`src/sv/dpec_pkg.sv`:
```
`default_nettype none
package dpec_pkg;

    typedef struct packed {
        logic [14:0]        first_pos_x;
        logic [14:0]        first_pos_y;
        logic signed [15:0] first_vel_x;
        logic signed [15:0] first_vel_y;
        logic [14:0]        second_pos_x;
        logic [14:0]        second_pos_y;
        logic signed [15:0] second_vel_x;
        logic signed [15:0] second_vel_y;
    } item_t;

    typedef struct packed {
        logic signed [15:0] new_first_vel_x;
        logic signed [15:0] new_first_vel_y;
        logic signed [15:0] new_second_vel_x;
        logic signed [15:0] new_second_vel_y;
        logic               collided;
    } result_t;

    typedef struct packed {
        logic signed [15:0] v1x;
        logic signed [15:0] v1y;
        logic signed [15:0] v2x;
        logic signed [15:0] v2y;
        logic               hit;
        logic               neg_x;
        logic               neg_y;
    } side_t;

    localparam int QW     = 17;
    localparam int NUMW   = 44;
    localparam int DENW   = 25;
    localparam int DIST2W = 24;
    localparam logic [7:0] DIAM_RESET = 8'd16;

endpackage
`default_nettype wire

```
`src/sv/dpec_div.sv`:
```
`default_nettype none
module dpec_div (
    input  wire logic                       clk,
    input  wire logic                       rst_n,
    input  wire logic                       valid_in,
    input  wire logic [dpec_pkg::NUMW-1:0]  num_x,
    input  wire logic [dpec_pkg::NUMW-1:0]  num_y,
    input  wire logic [dpec_pkg::DENW-1:0]  den,
    input  wire dpec_pkg::side_t            side_in,
    output logic                            valid_out,
    output logic [dpec_pkg::QW-1:0]         q_x,
    output logic [dpec_pkg::QW-1:0]         q_y,
    output dpec_pkg::side_t                 side_out
);
    import dpec_pkg::*;

    logic            valid_reg [QW];
    logic [NUMW-1:0] remx_reg  [QW];
    logic [NUMW-1:0] remy_reg  [QW];
    logic [QW-1:0]   qx_reg    [QW];
    logic [QW-1:0]   qy_reg    [QW];
    logic [DENW-1:0] den_reg   [QW];
    side_t           side_reg  [QW];

    for (genvar g = 0; g < QW; g++) begin : g_stage
        localparam int B = QW - 1 - g;
        logic            v_in;
        logic [NUMW-1:0] rx_in;
        logic [NUMW-1:0] ry_in;
        logic [QW-1:0]   qx_in;
        logic [QW-1:0]   qy_in;
        logic [DENW-1:0] d_in;
        side_t           s_in;
        logic [NUMW-1:0] dsh;
        logic            bx;
        logic            by;

        if (g == 0) begin : g_first
            assign v_in  = valid_in;
            assign rx_in = num_x;
            assign ry_in = num_y;
            assign qx_in = '0;
            assign qy_in = '0;
            assign d_in  = den;
            assign s_in  = side_in;
        end else begin : g_rest
            assign v_in  = valid_reg[g-1];
            assign rx_in = remx_reg[g-1];
            assign ry_in = remy_reg[g-1];
            assign qx_in = qx_reg[g-1];
            assign qy_in = qy_reg[g-1];
            assign d_in  = den_reg[g-1];
            assign s_in  = side_reg[g-1];
        end

        assign dsh = NUMW'(d_in) << B;
        assign bx  = (rx_in >= dsh);
        assign by  = (ry_in >= dsh);

        always_ff @(posedge clk or negedge rst_n)
        begin
            if (!rst_n)
            begin
                valid_reg[g] <= 1'b0;
            end
            else
            begin
                valid_reg[g] <= v_in;
            end
        end

        always_ff @(posedge clk)
        begin
            remx_reg[g] <= bx ? rx_in - dsh : rx_in;
            remy_reg[g] <= by ? ry_in - dsh : ry_in;
            qx_reg[g]   <= {qx_in[QW-2:0], bx};
            qy_reg[g]   <= {qy_in[QW-2:0], by};
            den_reg[g]  <= d_in;
            side_reg[g] <= s_in;
        end
    end

    assign valid_out = valid_reg[QW-1];
    assign q_x       = qx_reg[QW-1];
    assign q_y       = qy_reg[QW-1];
    assign side_out  = side_reg[QW-1];

endmodule
`default_nettype wire

```
`config.mk`:
```
export PLATFORM = sky130hd
export DESIGN_NAME = dpec_div
export DESIGN_NICKNAME = d
export VERILOG_FILES = /design/src/sv/dpec_pkg.sv /design/src/sv/dpec_div.sv
export SDC_FILE = /design/constraint.sdc
export NUM_CORES = 2
export LEC_CHECK = 0
export ABC_AREA = 0
export BUFFER_PORTS_ARGS = -buffer_cell sky130_fd_sc_hd__buf_4
export CAP_MARGIN = 10
export CORE_MARGIN = 5
export CORE_UTILIZATION = 50
export DETAILED_ROUTE_END_ITERATION = 12
export GPL_ROUTABILITY_DRIVEN = 0
export PLACE_DENSITY = 0.69
export SYNTH_ARGS = -nofsm -noshare
export SYNTH_HDL_FRONTEND = slang
export SYNTH_SLANG_ARGS = --single-unit
export TNS_END_PERCENT = 50
```
`constraint.sdc`:
```
create_clock -name clk -period 3.05 [get_ports clk]
set_input_delay 0.61 -clock clk [delete_from_list [all_inputs] [get_ports clk]]
set_output_delay 0.61 -clock clk [all_outputs]
set_load 0.02 [all_outputs]
```
==> results by group <==
Final layout
  • Fin area: approximately 170000 sq um
  • Final-stage net count: 15800
  • Max reg flops: 1139
  • Multi-input gate area: 62000 sq um
  • Register Area: around 66000 sq um
  • Non-Filler Instances: 18300
  • Share of layout cells above drive strength 1: 27.9%
  • Final core occ: between 60% and 70%
  • Area delta synth->final: 34.0%
  • Filler cell count: 17200

Logic synthesis
  • Ranking of synthesized cells by area: dfxtp_1 (53%), ha_1 (8.6%), a21oi_1 (3.9%)
  • Syn nets: 13200
  • Syn_area_per_cell: ~10 sq um
  • Synthesized cell area: roughly 120000 sq um
  • Post-synthesis cell count: 12200
  • Share of the synthesized area in the top cell type: between 50 and 60%
  • Synth top cells by count: dfxtp_1 (3253), a21oi_1 (970), ha_1 (850), nor2_1 (836), nand2_1 (813)
  • Most numerous cell in the Yosys netlist: dfxtp_1
  • Unique masters post-synth: 87
  • Yosys top cell by area: dfxtp_1
  • Post-synth EDFFs: 0
  • Ys flop type: dfxtp_1
  • Synthesis-stage register bit count: 3270
  • Async SR Flop Fraction: 0.520%
  • Sequential area share after synthesis: 52.9%
  • Number of synthesis warnings: 0

Worst setup path
  • Crit. End Element: flip-flop
  • Reg2reg setup slack: -320 ps
  • Crit start category: flip-flop
  • Required @ worst endpoint: ~3900 ps
  • Worst-path fanout max: 4
  • Worst EP arrival: 4240 ps
  • Crit Path Class: reg2reg
  • CP Launch Point: remy_reg[0][650]$_DFF_P_
  • FF-to-FF Start: remy_reg[0][650]$_DFF_P_

Clock network
  • Clk buf depth: 4
  • Root Buffer: clkbuf_16
  • Clk slew on worst S/H paths: 70 ps
  • Clock buffer count from CTS: 335
  • Clk_lat worst skew: 990 ps
  • CTS H-tree lvls: 5
  • CTS tree: done
  • Total clock sinks: 3270

Detailed routing
  • 1st-iter DRT viols: 8820
  • Number of routed nets with antenna violations: 0
  • DRC Markers: 0
  • Vias per cell: 5.60
  • WL/cell: 20.5 microns
  • Drt first pass iters: 6
  • Via count: 102000
  • Final WL: 375 mm

Floorplanning
  • Initial Util: roughly half
  • Core area: 246000 sq um
  • Die ar.: 258000 sq um
  • Chip Height: 508 microns
  • Die W: 508 microns
  • FP Rows: between 150 and 200
  • Number of top-level pins: roughly 290

STA
  • RSZ-0062 raised after global routing: yes
  • Fin crit share: 111%
  • Worst hold margin: 191 ps
  • Final hold viol count: 0
  • Achievable Freq: 297 MHz
  • Finish-stage setup viols: 257
  • Tmin final: 3370 ps
  • Worst slew pin tran: 854 ps
  • Final worst slack: -321 ps
  • Clock Skew: 110 ps
  • Fin. max-slew vios: 0
  • Slew headroom: 42.9%

Worst hold path
  • Hold path start: num_y[16]
  • HP Class: in2reg

Pwr
  • Leak: 73.3 nW
  • Peak supply drop: 0.000797 V
  • Power density cells: roughly 1100 nW/um^2
  • Overall power: 182 mW

Status
  • Status: finished with violations
  • Failing checks: negative setup slack

Global routing
  • Pin count of the biggest net entering global routing: roughly 40
  • Vias in the first global route: 101000
  • Initial antenna violation count: 13
  • Tot GR Track Use: 26.8%
  • Overflow after GRT: 0
  • First-pass GRT wire length: 555 mm

Place
  • DP Area: 142000 sq um
  • Number of buffers added on ports: around 280
  • # placed instances: 17100
  • Detail Placement HPWL: 264 mm

Run
  • Maxcap violations: 0
cell families after synthesis:
family | after synthesis | share of synthesized area [%]
buf+inv | 920 | 2.80
compound gates | 2863 | 14.4
flops | 3270 | 52.9
mux | 183 | 1.66
simple gates | 3069 | 12.1
xor+xnor | 992 | 7.01
fa+ha+maj | 882 | 9.10
area by class of cell:
cell class / count / area share [%]
Timing Repair Buffer: 2424 / 12.3
Inverter: 665 / 1.52
Clock inverter: 141 / 1.08
Multi-Input combinational cell: 7991 / 37.3
Sequential cell: 3270 / 39.6
Tap cell: 3312 / 2.50
Antenna cell: 6 / 0.00905
Clock buffer: 448 / 5.68
routing by layer:
metal | part of all wire, % | vias to the layer above | GRT usage (%)
met4 | 7.2 | 10 | 15.0
met1 | 39 | 48300 | 32.8
met2 | 46 | 4855 | 45.0
met3 | 7.1 | 1415 | 4.60
met5 | 0.015 | - | 0
li1 | - | 47600 | -
metrics by stage:
stage	TNS [ps]	setup WS, ps
final	-26020	-321
after global routing	-57470	-391
after CTS	-14220	-246
after detailed placement	-197200	-715
after global placement	-156440	-728
after floorplan	-2150	-66.0
layout by cell type (no fill, tap or decap), drive strengths merged, types with 124 or more instances in the layout:
cell,instances
a21o,446
a21oi,970
buf,2225
clkbuf,461
dfxtp,3253
dlygate4sd3,183
ha,850
inv,676
mux2,177
nand2,813
nand2b,139
nand3,206
nand4,170
nor2,836
nor2b,124
nor3,195
nor4,141
o21ai,624
xnor2,554
xor2,438
critical path, stage by stage, from the launching register on:
cell      delay, ps
dfxtp_2         320
or4_4           530
or4_4           430
or3_4           340
or3_4           350
nor4b_4         260
and3_1          210
a21boi_4        270
buf_4           160
nor2_2           40
and3_1          200
xor2_1          150
where the power goes:
part           total [mW]  leakage [nW]  switching (mW)  internal (mW)
sequential           61.6          27.6            9.04           52.6
combinational        79.1          40.3            41.3           37.9
clock                41.4          5.47            16.7           24.7
path summary, 6_finish.rpt:
check,to,cells after the start
min in group asynchronous,g_stage[14].v_in$_DFF_PN0_,3
hold / removal,remy_reg[0][16]$_DFF_P_,4
hold reg to reg,side_reg[9][3]$_DFF_P_,0
setup reg to reg,remy_reg[0][700]$_DFF_P_,11
setup / recovery,remy_reg[0][700]$_DFF_P_,11
max in group asynchronous,g_stage[13].v_in$_DFF_PN0_,3
repair_timing:
item | in CTS | in global routing
cloned | 29 | 14
setup buffers | 145 | 194
endpoints found under the setup margin | 950 | 984
hold buffers | 183 | 0
resized for setup | 714 | 1028
endpoints found under the hold margin | 198 | 0
pin swaps | 270 | 492
Power figures use the tool's default switching activity.
